File: src/hdl/bdsl_pkg.sv
// Shared types, constants and codes for the button debounce and press detection block.
package bdsl_pkg;

    // Number of debounced buttons, one lane each.
    localparam int NUM_BUTTONS = 5;
    // Buttons carried in the level field and shown in the held mask.
    localparam int LEVEL_BITS  = 5;

    localparam int TIME_W   = 32;
    localparam int POLL_W   = 8;
    localparam int DEB_W    = 16;
    localparam int LONG_W   = 16;
    localparam int CFG_W    = 16;
    localparam int CFG_IDX_W = 2;
    localparam int INDEX_W  = 3;
    localparam int KIND_W   = 2;
    localparam int PRESS_W  = 2;

    localparam int S_TDATA_W = 48;
    localparam int M_TDATA_W = 16;

    // Item kinds carried in the slave tuser.
    typedef enum logic [KIND_W-1:0] {
        KIND_POLL        = 2'd0,
        KIND_TAKE_BUTTON = 2'd1,
        KIND_TAKE_FOOT   = 2'd2
    } t_kind;

    // Latched press events.
    typedef enum logic [PRESS_W-1:0] {
        EV_NONE  = 2'd0,
        EV_SHORT = 2'd1,
        EV_LONG  = 2'd2
    } t_press;

    // Configuration register indexes.
    localparam logic [CFG_IDX_W-1:0] CFG_POLL_INTERVAL = 2'd0;
    localparam logic [CFG_IDX_W-1:0] CFG_DEBOUNCE      = 2'd1;
    localparam logic [CFG_IDX_W-1:0] CFG_LONG_PRESS    = 2'd2;

    // Register reset values.
    localparam logic [POLL_W-1:0] POLL_RESET = 8'd5;
    localparam logic [DEB_W-1:0]  DEB_RESET  = 16'd30;
    localparam logic [LONG_W-1:0] LONG_RESET = 16'd800;

    // Controls from the top level to one lane.
    typedef struct packed {
        logic sample;
        logic take;
    } t_lane_ctl;

    // Status from one lane to the merging stage.
    typedef struct packed {
        logic   held_next;
        t_press pending;
    } t_lane_sts;

endpackage

File: src/hdl/bdsl_lane.sv
// One button lane: debounce, press timing and the latched event of a single button.
module bdsl_lane
    import bdsl_pkg::*;
(
    input  logic              i_clk,
    input  logic              i_rst_n,
    input  t_lane_ctl         i_ctl,
    input  logic [TIME_W-1:0] i_now_ms,
    input  logic              i_level,
    input  logic [DEB_W-1:0]  i_debounce_ms,
    input  logic [LONG_W-1:0] i_long_press_ms,
    output t_lane_sts         o_sts
);

    logic              r_raw;
    logic [TIME_W-1:0] r_change_time;
    logic              r_stable;
    logic [TIME_W-1:0] r_press_start;
    logic              r_long_done;
    t_press            r_pending;

    logic              n_raw;
    logic [TIME_W-1:0] n_change_time;
    logic              n_stable;
    logic [TIME_W-1:0] n_press_start;
    logic              n_long_done;
    t_press            n_pending;

    logic              raw_chg;
    logic [TIME_W-1:0] deb_diff;
    logic [TIME_W-1:0] long_diff;
    logic              becomes;
    logic              press_edge;
    logic              long_done_mid;
    logic              long_fire;

    // Both elapsed times are formed in parallel from the old timestamps; a
    // timestamp replaced in this sample counts as zero elapsed.
    always_comb begin
        n_raw         = ~i_level;
        raw_chg       = n_raw != r_raw;
        n_change_time = raw_chg ? i_now_ms : r_change_time;
        deb_diff      = raw_chg ? '0 : (i_now_ms - r_change_time);
        becomes       = (deb_diff >= {{(TIME_W-DEB_W){1'b0}}, i_debounce_ms})
                        && (r_stable != n_raw);
        n_stable      = becomes ? n_raw : r_stable;
        press_edge    = becomes && n_raw;
        n_press_start = press_edge ? i_now_ms : r_press_start;
        long_diff     = press_edge ? '0 : (i_now_ms - r_press_start);
        long_done_mid = press_edge ? 1'b0 : r_long_done;
        n_pending     = r_pending;
        if (becomes && !n_raw && !r_long_done) begin
            n_pending = EV_SHORT;
        end
        long_fire     = n_stable && !long_done_mid
                        && (long_diff >= {{(TIME_W-LONG_W){1'b0}}, i_long_press_ms});
        n_long_done   = long_fire ? 1'b1 : long_done_mid;
        if (long_fire) begin
            n_pending = EV_LONG;
        end
    end

    // Lane state: updated by an accepted poll, event cleared by a take.
    always_ff @(posedge i_clk) begin
        if (!i_rst_n) begin
            r_raw         <= 1'b0;
            r_change_time <= '0;
            r_stable      <= 1'b0;
            r_press_start <= '0;
            r_long_done   <= 1'b0;
            r_pending     <= EV_NONE;
        end else if (i_ctl.sample) begin
            r_raw         <= n_raw;
            r_change_time <= n_change_time;
            r_stable      <= n_stable;
            r_press_start <= n_press_start;
            r_long_done   <= n_long_done;
            r_pending     <= n_pending;
        end else if (i_ctl.take) begin
            r_pending     <= EV_NONE;
        end
    end

    // The held level after this item and the event as it stands before it.
    assign o_sts.held_next = i_ctl.sample ? n_stable : r_stable;
    assign o_sts.pending   = r_pending;

endmodule

File: src/hdl/bdsl_merge.sv
// Merging stage: gathers the lane held bits and selects the event of the addressed button.
module bdsl_merge
    import bdsl_pkg::*;
(
    input  t_lane_sts            i_sts [NUM_BUTTONS],
    input  logic                 i_take,
    input  logic [INDEX_W-1:0]   i_index,
    output t_press               o_press,
    output logic [LEVEL_BITS-1:0] o_held_mask
);

    // Held mask: only the buttons that fit the level field are shown.
    for (genvar j = 0; j < LEVEL_BITS; j++) begin : g_held
        if (j < NUM_BUTTONS) begin : g_on
            assign o_held_mask[j] = i_sts[j].held_next;
        end else begin : g_off
            assign o_held_mask[j] = 1'b0;
        end
    end

    // Event of the addressed button; an index past the last button reads none.
    always_comb begin
        o_press = EV_NONE;
        if (i_take) begin
            for (int k = 0; k < NUM_BUTTONS; k++) begin
                if (int'(i_index) == k) begin
                    o_press = i_sts[k].pending;
                end
            end
        end
    end

endmodule

File: src/hdl/button_debounce_short_long_press_unit.sv
// Top level of the button debounce unit with short and long press detection.
//
//  Channel  | Direction | tdata (low bit up)                                  | tuser
//  s_axis   | in        | now_ms 32, button_levels 5, rough_level 1,          | kind 2
//           |           | foot_level 1, button_index 3, zero fill to 48       |
//  m_axis   | out       | press 2, foot_released 1, held_mask 5, rough_mode 1,| none
//           |           | zero fill to 16                                     |
//  cfg      | in        | i_cfg_we, i_cfg_index 2, i_cfg_data 16               | none
//
// All button lanes update in the cycle a poll word past the poll interval is
// accepted, and each word's result is in the output register on the next cycle.
// Throughput is one word per cycle while the master side keeps accepting results.
// Synchronous active-low reset clears all state and loads the register defaults.
// The input is stalled only while a result is held and the master side is not ready.
module button_debounce_short_long_press_unit
    import bdsl_pkg::*;
(
    input  logic                 i_clk,
    input  logic                 i_rst_n,
    input  logic                 s_axis_tvalid,
    output logic                 s_axis_tready,
    // now_ms, button_levels, rough_level, foot_level, button_index, fill
    input  logic [S_TDATA_W-1:0] s_axis_tdata,
    // kind
    input  logic [KIND_W-1:0]    s_axis_tuser,
    output logic                 m_axis_tvalid,
    input  logic                 m_axis_tready,
    // press, foot_released, held_mask, rough_mode, fill
    output logic [M_TDATA_W-1:0] m_axis_tdata,
    input  logic                 i_cfg_we,
    input  logic [CFG_IDX_W-1:0] i_cfg_index,
    input  logic [CFG_W-1:0]     i_cfg_data
);

    logic [TIME_W-1:0]     now_ms;
    logic [LEVEL_BITS-1:0] button_levels;
    logic                  rough_level;
    logic                  foot_level;
    logic [INDEX_W-1:0]    button_index;
    logic [KIND_W-1:0]     kind;

    logic [POLL_W-1:0] r_poll_interval;
    logic [DEB_W-1:0]  r_debounce;
    logic [LONG_W-1:0] r_long_press;
    logic [TIME_W-1:0] r_last_poll;
    logic              r_foot_pressed;
    logic              r_foot_flag;
    logic              r_rough;
    logic              r_m_valid;
    logic [M_TDATA_W-1:0] r_m_data;

    logic                  accept;
    logic                  poll_ok;
    logic                  do_sample;
    logic                  do_take;
    logic                  do_foot;
    logic                  n_rough;
    logic                  n_foot_pressed;
    logic                  n_foot_flag;
    logic [NUM_BUTTONS-1:0] lane_level;
    t_lane_ctl             lane_ctl [NUM_BUTTONS];
    t_lane_sts             lane_sts [NUM_BUTTONS];
    t_press                press;
    logic [LEVEL_BITS-1:0] held_mask;

    // Input word unpacking.
    assign now_ms        = s_axis_tdata[31:0];
    assign button_levels = s_axis_tdata[36:32];
    assign rough_level   = s_axis_tdata[37];
    assign foot_level    = s_axis_tdata[38];
    assign button_index  = s_axis_tdata[41:39];
    assign kind          = s_axis_tuser;

    // Handshake: a new word enters whenever the output register frees up.
    assign s_axis_tready = !r_m_valid || m_axis_tready;
    assign accept        = s_axis_tvalid && s_axis_tready;

    // Decode of the accepted word.
    assign poll_ok   = (now_ms - r_last_poll) >= {{(TIME_W-POLL_W){1'b0}}, r_poll_interval};
    assign do_sample = accept && (kind == KIND_POLL) && poll_ok;
    assign do_take   = accept && (kind == KIND_TAKE_BUTTON);
    assign do_foot   = accept && (kind == KIND_TAKE_FOOT);

    // Lane levels: buttons beyond the level field read as released.
    for (genvar i = 0; i < NUM_BUTTONS; i++) begin : g_lane
        if (i < LEVEL_BITS) begin : g_pin
            assign lane_level[i] = button_levels[i];
        end else begin : g_nopin
            assign lane_level[i] = 1'b1;
        end

        assign lane_ctl[i].sample = do_sample;
        assign lane_ctl[i].take   = do_take && (int'(button_index) == i);

        bdsl_lane u_lane (
            .i_clk           (i_clk),
            .i_rst_n         (i_rst_n),
            .i_ctl           (lane_ctl[i]),
            .i_now_ms        (now_ms),
            .i_level         (lane_level[i]),
            .i_debounce_ms   (r_debounce),
            .i_long_press_ms (r_long_press),
            .o_sts           (lane_sts[i])
        );
    end

    bdsl_merge u_merge (
        .i_sts       (lane_sts),
        .i_take      (do_take),
        .i_index     (button_index),
        .o_press     (press),
        .o_held_mask (held_mask)
    );

    // Shared switch state after this word.
    always_comb begin
        n_rough        = r_rough;
        n_foot_pressed = r_foot_pressed;
        n_foot_flag    = r_foot_flag;
        if (do_sample) begin
            n_rough        = ~rough_level;
            n_foot_pressed = ~foot_level;
            if (r_foot_pressed && foot_level) begin
                n_foot_flag = 1'b1;
            end
        end else if (do_foot) begin
            n_foot_flag = 1'b0;
        end
    end

    // Configuration registers.
    always_ff @(posedge i_clk) begin
        if (!i_rst_n) begin
            r_poll_interval <= POLL_RESET;
            r_debounce      <= DEB_RESET;
            r_long_press    <= LONG_RESET;
        end else if (i_cfg_we) begin
            unique case (i_cfg_index)
                CFG_POLL_INTERVAL: r_poll_interval <= i_cfg_data[POLL_W-1:0];
                CFG_DEBOUNCE:      r_debounce      <= i_cfg_data[DEB_W-1:0];
                CFG_LONG_PRESS:    r_long_press    <= i_cfg_data[LONG_W-1:0];
                default: ;
            endcase
        end
    end

    // Shared state and the output register.
    always_ff @(posedge i_clk) begin
        if (!i_rst_n) begin
            r_last_poll    <= '0;
            r_foot_pressed <= 1'b0;
            r_foot_flag    <= 1'b0;
            r_rough        <= 1'b0;
            r_m_valid      <= 1'b0;
            r_m_data       <= '0;
        end else begin
            if (do_sample) begin
                r_last_poll <= now_ms;
            end
            r_foot_pressed <= n_foot_pressed;
            r_foot_flag    <= n_foot_flag;
            r_rough        <= n_rough;
            if (accept) begin
                r_m_valid <= 1'b1;
                r_m_data  <= {{(M_TDATA_W-PRESS_W-2-LEVEL_BITS){1'b0}}, n_rough, held_mask,
                              do_foot & r_foot_flag, press};
            end else if (m_axis_tready) begin
                r_m_valid <= 1'b0;
            end
        end
    end

    assign m_axis_tvalid = r_m_valid;
    assign m_axis_tdata  = r_m_data;

`ifndef ASSERT_OFF
    // A taken foot release flag is cleared.
    a_foot_clear: assert property (@(posedge i_clk) disable iff (!i_rst_n)
        do_foot |=> !r_foot_flag)
        else $error("foot release flag not cleared after take");

    // A poll that comes too early leaves the poll timestamp alone.
    a_early_poll: assert property (@(posedge i_clk) disable iff (!i_rst_n)
        (accept && (kind == KIND_POLL) && !poll_ok) |=> $stable(r_last_poll))
        else $error("early poll moved the poll timestamp");

    // The press code of a result is always one of the defined events.
    a_press_code: assert property (@(posedge i_clk) disable iff (!i_rst_n)
        m_axis_tvalid |-> ((m_axis_tdata[1:0] == EV_NONE) ||
                           (m_axis_tdata[1:0] == EV_SHORT) ||
                           (m_axis_tdata[1:0] == EV_LONG)))
        else $error("invalid press code on result");

    // A result never carries both a press event and a foot release.
    a_one_take: assert property (@(posedge i_clk) disable iff (!i_rst_n)
        m_axis_tvalid |-> !((m_axis_tdata[1:0] != EV_NONE) && m_axis_tdata[2]))
        else $error("press and foot release in one result");
`endif

endmodule

File: config.mk
export PLATFORM = sky130hd
export DESIGN_NAME = button_debounce_short_long_press_unit
export DESIGN_NICKNAME = d
export VERILOG_FILES = /design/src/hdl/bdsl_pkg.sv /design/src/hdl/bdsl_lane.sv /design/src/hdl/bdsl_merge.sv /design/src/hdl/button_debounce_short_long_press_unit.sv
export SDC_FILE = /design/constraint.sdc
export NUM_CORES = 2
export LEC_CHECK = 0
export BUFFER_PORTS_ARGS = -buffer_cell sky130_fd_sc_hd__buf_2
export CORE_ASPECT_RATIO = 1.25
export CORE_MARGIN = 4
export CORE_UTILIZATION = 65
export CTS_CLUSTER_DIAMETER = 30
export DETAILED_ROUTE_END_ITERATION = 8
export PLACE_DENSITY = 0.83
export SLEW_MARGIN = 5
export SYNTH_ARGS = -nofsm -noshare
export SYNTH_HDL_FRONTEND = slang
export SYNTH_SLANG_ARGS = --single-unit
File: constraint.sdc
create_clock -name i_clk -period 14.2 [get_ports i_clk]
set_clock_uncertainty 0.2 [all_clocks]
set_input_delay 1.42 -clock i_clk [delete_from_list [all_inputs] [get_ports i_clk]]
set_output_delay 1.42 -clock i_clk [all_outputs]
set_load 0.05 [all_outputs]
**Word-level counts from Yosys, hierarchy flattened**

Cells that the tools add are included.
W data, S select, Z words.

- Output and inout port bits: 18
- Logic and storage cells: 237
- Register bits after elaboration: 430
- Input port bits: 73

- Add/subtract/negate cells: 11
- Muxes and demuxes: 62
- Bitwise logic cells: 8
- Magnitude comparators: 11
- Eq/ne operators: 24
- Reductions and logical operators: 82

Operators with widths:

| kind | count |
|---|---|
| $sub A32 B32 Y32 | 11 |
| $ge A32 B16 Y1 | 10 |
| $mux W32 | 10 |
| $mux W2 | 26 |
| $logic_and A1 B1 Y1 | 41 |
| $reduce_and A2 Y1 | 19 |
| $ge A32 B8 Y1 | 1 |
| $mux W1 | 26 |
| $ne A3 B1 Y1 const B | 5 |
| $reduce_bool A2 Y1 | 7 |
| $logic_not A1 Y1 | 11 |
| $ne A1 B1 Y1 | 10 |
| $eq A3 B3 Y1 const B | 3 |
| $not A1 Y1 | 7 |
| $eq A2 B1 Y1 const B | 2 |
| $eq A2 B2 Y1 const B | 2 |
| $logic_not A2 Y1 | 2 |
| $eq A3 B2 Y1 const B | 1 |
| $logic_not A3 Y1 | 1 |
| $ne A2 B1 Y1 const B | 1 |
| $and A1 B1 Y1 | 1 |
| $logic_or A1 B1 Y1 | 1 |

**Longest topological paths before layout**

- Depth after elaboration: 12
- Gate-level depth with buffers: 36
- Depth with buffers taken out: 34

**Cells and area by module**

A second synthesis with hierarchy kept.

- Cell total of the unflattened synthesis: 5994
- Area, all modules: 43817.0 um^2

By module, submodules not included:

| module | cells an instance | seq. area each (um^2) | instances | area an instance (um^2) |
|---|---|---|---|---|
| bdsl_lane (g_lane[2].u_lane ...) | 1032 | 1381.3 | 2 | 7442.1 |
| bdsl_lane (g_lane[0].u_lane) | 1070 | 1381.3 | 1 | 7772.5 |
| bdsl_lane (g_lane[1].u_lane) | 1041 | 1381.3 | 1 | 7647.3 |
| bdsl_lane (g_lane[4].u_lane) | 1045 | 1381.3 | 1 | 7478.4 |
| button_debounce_short_long_press_unit | 754 | 1701.6 | 1 | 5894.4 |
| bdsl_merge | 20 | 0.0 | 1 | 140.1 |

**Worst setup path after synthesis**

No wires, ideal clock.

- Path type: input port to flip-flop
- From: input s_axis_tdata[0]
- To: register g_lane[1].u_lane.r_long_done
- Buffers on the path: 3
- Arrival time: 8.162 ns
- Setup time: 0.115 ns
- Stages: 34
- Slack: 5.724 ns
- Data required time: 13.885 ns
- Path through: inv_1 ha_1 fa_1 nand2b_1 a21oi_1 o21ai_0 a21oi_1 nor3_1 nor3_1 ha_1 a21o_1 a211oi_1 nand4_1 nor4_1 nand4_1 nor4b_2 nor4_1 buf_2 buf_1 buf_2 nor2_1 ha_1 a21oi_1 nor2_1 a211oi_1 o21ai_0 a211o_1 or4_4 a2111oi_4 nand4_1 or4_1 nor3_2 a31oi_1 o21a_1

- Cells in the longest elaborated chain, start to end: 10
- Elaborated cells between the ends (all ways): 17
- Those cells by class: add/sub (3); order compare (3); mux (5); reduce/logical (6)

Ends and longest elaborated chain:

| what | line | RTL |
|---|---|---|
| start, declared | button_debounce_short_long_press_unit.sv:23 | `input logic [S_TDATA_W-1:0] s_axis_tdata,` |
| parallel branches: the longest is 10 deep, another holds $sub A32 B32 Y32 | -- |  |
| end signal, assigned | bdsl_lane.sv:77 | `r_long_done <= n_long_done;` |
| end, declared | bdsl_lane.sv:19 | `logic r_long_done;` |

Parallel ways; which one is timed is not known.
A chain may end at the register's enable or synchronous reset.

**Worst setup path after layout**

- From: input s_axis_tdata[0]
- To: register g_lane[0].u_lane.r_pending[1]

- Cells in the longest elaborated chain, start to end: 11
- Elaborated cells between the ends (all ways): 23
- Those cells by class: add/sub (3); order compare (3); eq/ne (1); mux (6); reduce/logical (10)

Ends and longest elaborated chain:

| what | line | RTL |
|---|---|---|
| parallel branches: the longest is 11 deep, another holds $sub A32 B32 Y32 | -- |  |
| end signal, assigned | bdsl_lane.sv:78 | `r_pending <= n_pending;` |
| end, declared | bdsl_lane.sv:20 | `t_press r_pending;` |

Parallel ways; which one is timed is not known.

==> reports/qor.txt <==
Post-synth ARST share: 0%
H-tree lvl count: 3
power share of the combinational group: 26.6%
required time of the critical path: 14.53 ns
Worst Setup EP: g_lane[0].u_lane.r_pending[1]
Lkg Pwr: 19.4 nW
post-layout min period: 10.18 ns
CTS max path bufs: 3
setup TNS: 0 ns
# fillers: 5162
Initial Util: 65.6%
Layout area overhead: 10.9%
RR Startpoint: g_lane[0].u_lane.r_change_time[0]
Via density: 6.42
r2r setup slk: 5.47 ns
Main synth FF type: dfxtp_1
initial DRC count: 3319
Clock Pin Slew Worst Setup and Hold Paths: 0.04 ns
total global routing overflow: 0
status: completed
Netlist Area Pre-Place: 0.0415 sq mm
sequential area share after synthesis: 20.7%
hold depth: 2
unrepaired setup endpoints after global routing: false
clock root cell: clkbuf_16
Wirelength per Cell: 20.8 um
delay of the slowest critical-path stage: 0.98 ns
I/O pin count: 91
reg2reg end: g_lane[0].u_lane.r_pending[1]
worst vdd ir: 0.102 mV
worst-skew pair later-pin latency: 0.65 ns
Post-synth EDFFs: 0
drt total wl: 137 mm
PortBufs: 77
TritonCTS Buffers: 100
endpoint class of the critical path: register
fmax: 0.0982 GHz
Ys Warns: 0
Die Area: 0.0680 sq mm
Die X: 234 um
first-pass GRT wire length: 211 mm
Slew Viols, Final: 0
share of post-route cells with drive strength above 1: 7.07%
CTS Hold Bufs: 0
via count: 42300
worst hold slack: 0.253 ns
Final Cycle Share: 71.7%
DR pass1 iterations: 6
largest net degree at the start of global routing: 141
final setup vio count: 0
Clock power frac: 48.6%
cells on worst reg2reg path: 32
Worst slew margin: 17.1%
Overall Global Routing Usage: 38.7%
Worst-Margin Slew: 1.24 ns
Net Sw Power: 1.66 mW
Slowest-stage cell, CP: a2111oi_0
Cells after Synth: 5688
CTS tree: built
# DRC: 0
Die H: 291 um
CP startpoint: s_axis_tdata[0]
switching share of power: 32.7%
gpl congestion: 0.983
hold violation count in the final report: 0
core box area: 0.0633 sq mm
Clock Sinks: 430
Avg Inst Size Synth: 7.30 sq um
Int Pwr: 3.42 mW
post-route ant nets: 0
Worst Path Max Fanout: 48
type of origin of the critical path: input port
vias in the first global route: 39800
Max-Cap Viols: 0
Sequential Power Share: 24.8%
NumNets Final: 6263
Hold WC Path Type: register to register
count of cell types in the netlist: 98
post-synthesis register bit count: 430
setup bufs post-CTS: 0
PD cells: 110 mW/mm^2
Post-CTS Resized: 0
initial antenna violation count: 5
Post-DP HPWL: 98.6 mm
row cnt: 103
worst setup path class: input port to register
data arrival time of the critical path: 10.52 ns
==> state kept, by name (all words and copies together) (netlist names) <==
| name | count |
|---|---|
| g_lane.u_lane.r_change_time | 160 |
| g_lane.u_lane.r_long_done | 5 |
| g_lane.u_lane.r_pending | 10 |
| g_lane.u_lane.r_press_start | 160 |
| g_lane.u_lane.r_raw | 5 |
| g_lane.u_lane.r_stable | 5 |
| m_axis_tdata | 9 |
| m_axis_tvalid | 1 |
| r_debounce | 16 |
| r_foot_flag | 1 |
| r_foot_pressed | 1 |
| r_last_poll | 32 |
| r_long_press | 16 |
| r_poll_interval | 8 |
| r_rough | 1 |
==> per-stage QoR <==
| step | util [%] | setup WS, ns | instances | power [mW] | area [sq um] |
|---|---|---|---|---|---|
| 2_1_floorplan | - | 5.72 | 5694 | 2.25 | 41600 |
| 3_3_place_gp | 67.1 | 3.80 | 6408 | 2.56 | 42400 |
| 3_5_place_dp | 67.1 | 3.61 | 6408 | 2.59 | 42400 |
| 4_1_cts | 72.8 | 4.22 | 6597 | 5.06 | 46100 |
| 5_1_grt | 72.8 | 3.66 | 6598 | 5.29 | 46100 |
| 6_report | 72.8 | 4.02 | 6600 | 5.08 | 46100 |
==> worst max-delay path: cells and delay by family <==
kind / cells / cell delay (ns)
adder cells (fa/ha/maj): 4 / 1.40
AND/OR/NAND/NOR: 9 / 2.11
buffers and inverters: 3 / 1.10
AO/OA/AOI/OAI: 18 / 4.39
==> final cells by class <==
| class | count | area (sq um) | area share [%] |
|---|---|---|---|
| Timing Repair Buffer | 151 | 941 | 2.04 |
| Antenna cell | 3 | 7.51 | 0.0163 |
| Tap cell | 840 | 1050 | 2.28 |
| Clock inverter | 60 | 779 | 1.69 |
| Clock buffer | 129 | 2860 | 6.20 |
| Inverter | 471 | 1780 | 3.85 |
| Sequential cell | 430 | 8610 | 18.7 |
| Multi-Input combinational cell | 4516 | 30100 | 65.2 |
==> logic make-up after synthesis <==
| logic type | share of synthesized area [%] |
|---|---|
| adder cells (fa/ha/maj) | 15.9 |
| XOR/XNOR | 4.56 |
| flip-flops | 20.7 |
| buffers and inverters | 7.09 |
| other | 0.00903 |
| AO/OA/AOI/OAI | 26.4 |
| AND/OR/NAND/NOR | 20.3 |
| multiplexers | 5.11 |
==> worst min path at each step <==
stage               slack, ns                                  to                          startpoint
floorplan                0.23        g_lane[4].u_lane.r_long_done        g_lane[4].u_lane.r_long_done
global placement         0.24                     r_long_press[4]                     r_long_press[4]
detailed placement       0.25  g_lane[3].u_lane.r_change_time[13]  g_lane[3].u_lane.r_change_time[13]
CTS                      0.25  g_lane[3].u_lane.r_change_time[13]  g_lane[3].u_lane.r_change_time[13]
global route             0.27  g_lane[3].u_lane.r_change_time[12]  g_lane[3].u_lane.r_change_time[12]
finish                   0.25  g_lane[3].u_lane.r_change_time[13]  g_lane[3].u_lane.r_change_time[13]
==> metal layers <==
layer | vias up | share of wire [%] | track usage (%)
met2 | 1753 | 43 | 60.7
li1 | 20300 | - | -
met5 | - | 0.018 | 0
met1 | 19700 | 38 | 45.8
met4 | 4 | 9.4 | 30.2
met3 | 562 | 9.1 | 7.82
==> cells in the final DEF (no fill, tap or decap), types with 77 or more instances in the layout <==
master	netlist	routed
xor2_1	100	100
buf_2	32	77
ha_1	509	509
xnor2_1	116	116
inv_1	471	470
nand2b_1	82	82
o21ai_0	288	288
nor3_1	86	86
nand4_1	88	88
dfxtp_1	430	430
a21o_1	165	164
mux2i_1	195	195
nand3_1	90	90
nor2_1	664	661
nand2_1	535	531
clkbuf_16	0	103
a211oi_1	78	78
a21oi_1	668	667
==> power by group through the flow <==
stage	logic [mW]	clock network, mW	registers (mW)
after floorplan	0.964	0	1.28
after detailed placement	1.31	0	1.28
after global routing	1.49	2.55	1.26
after CTS	1.32	2.48	1.26
after global placement	1.28	0	1.28
final	1.35	2.46	1.26
==> synth_stat cells (all sizes together), types with 33 or more instances <==
library cell | number | share of area, %
buf | 64 | 0.91
nor2 | 665 | 6.0
a211oi | 78 | 1.4
xnor2 | 116 | 2.4
nor4 | 33 | 0.51
xor2 | 100 | 2.1
inv | 471 | 4.3
clkbuf | 213 | 1.9
o21bai | 38 | 0.69
nor2b | 48 | 0.72
a21o | 165 | 3.0
o21ai | 314 | 3.8
dfxtp | 430 | 21
o211ai | 58 | 1.0
and3 | 44 | 0.66
mux2i | 195 | 4.7
a21oi | 671 | 8.1
a2111oi | 34 | 0.88
nand2 | 536 | 4.9
a31oi | 42 | 0.65
nor3 | 87 | 1.1
o21a | 68 | 1.2
nand3 | 90 | 1.1
nand2b | 82 | 1.2
nand4 | 88 | 1.3
ha | 509 | 15
and2 | 40 | 0.60
(Power assumes the default switching activity.)
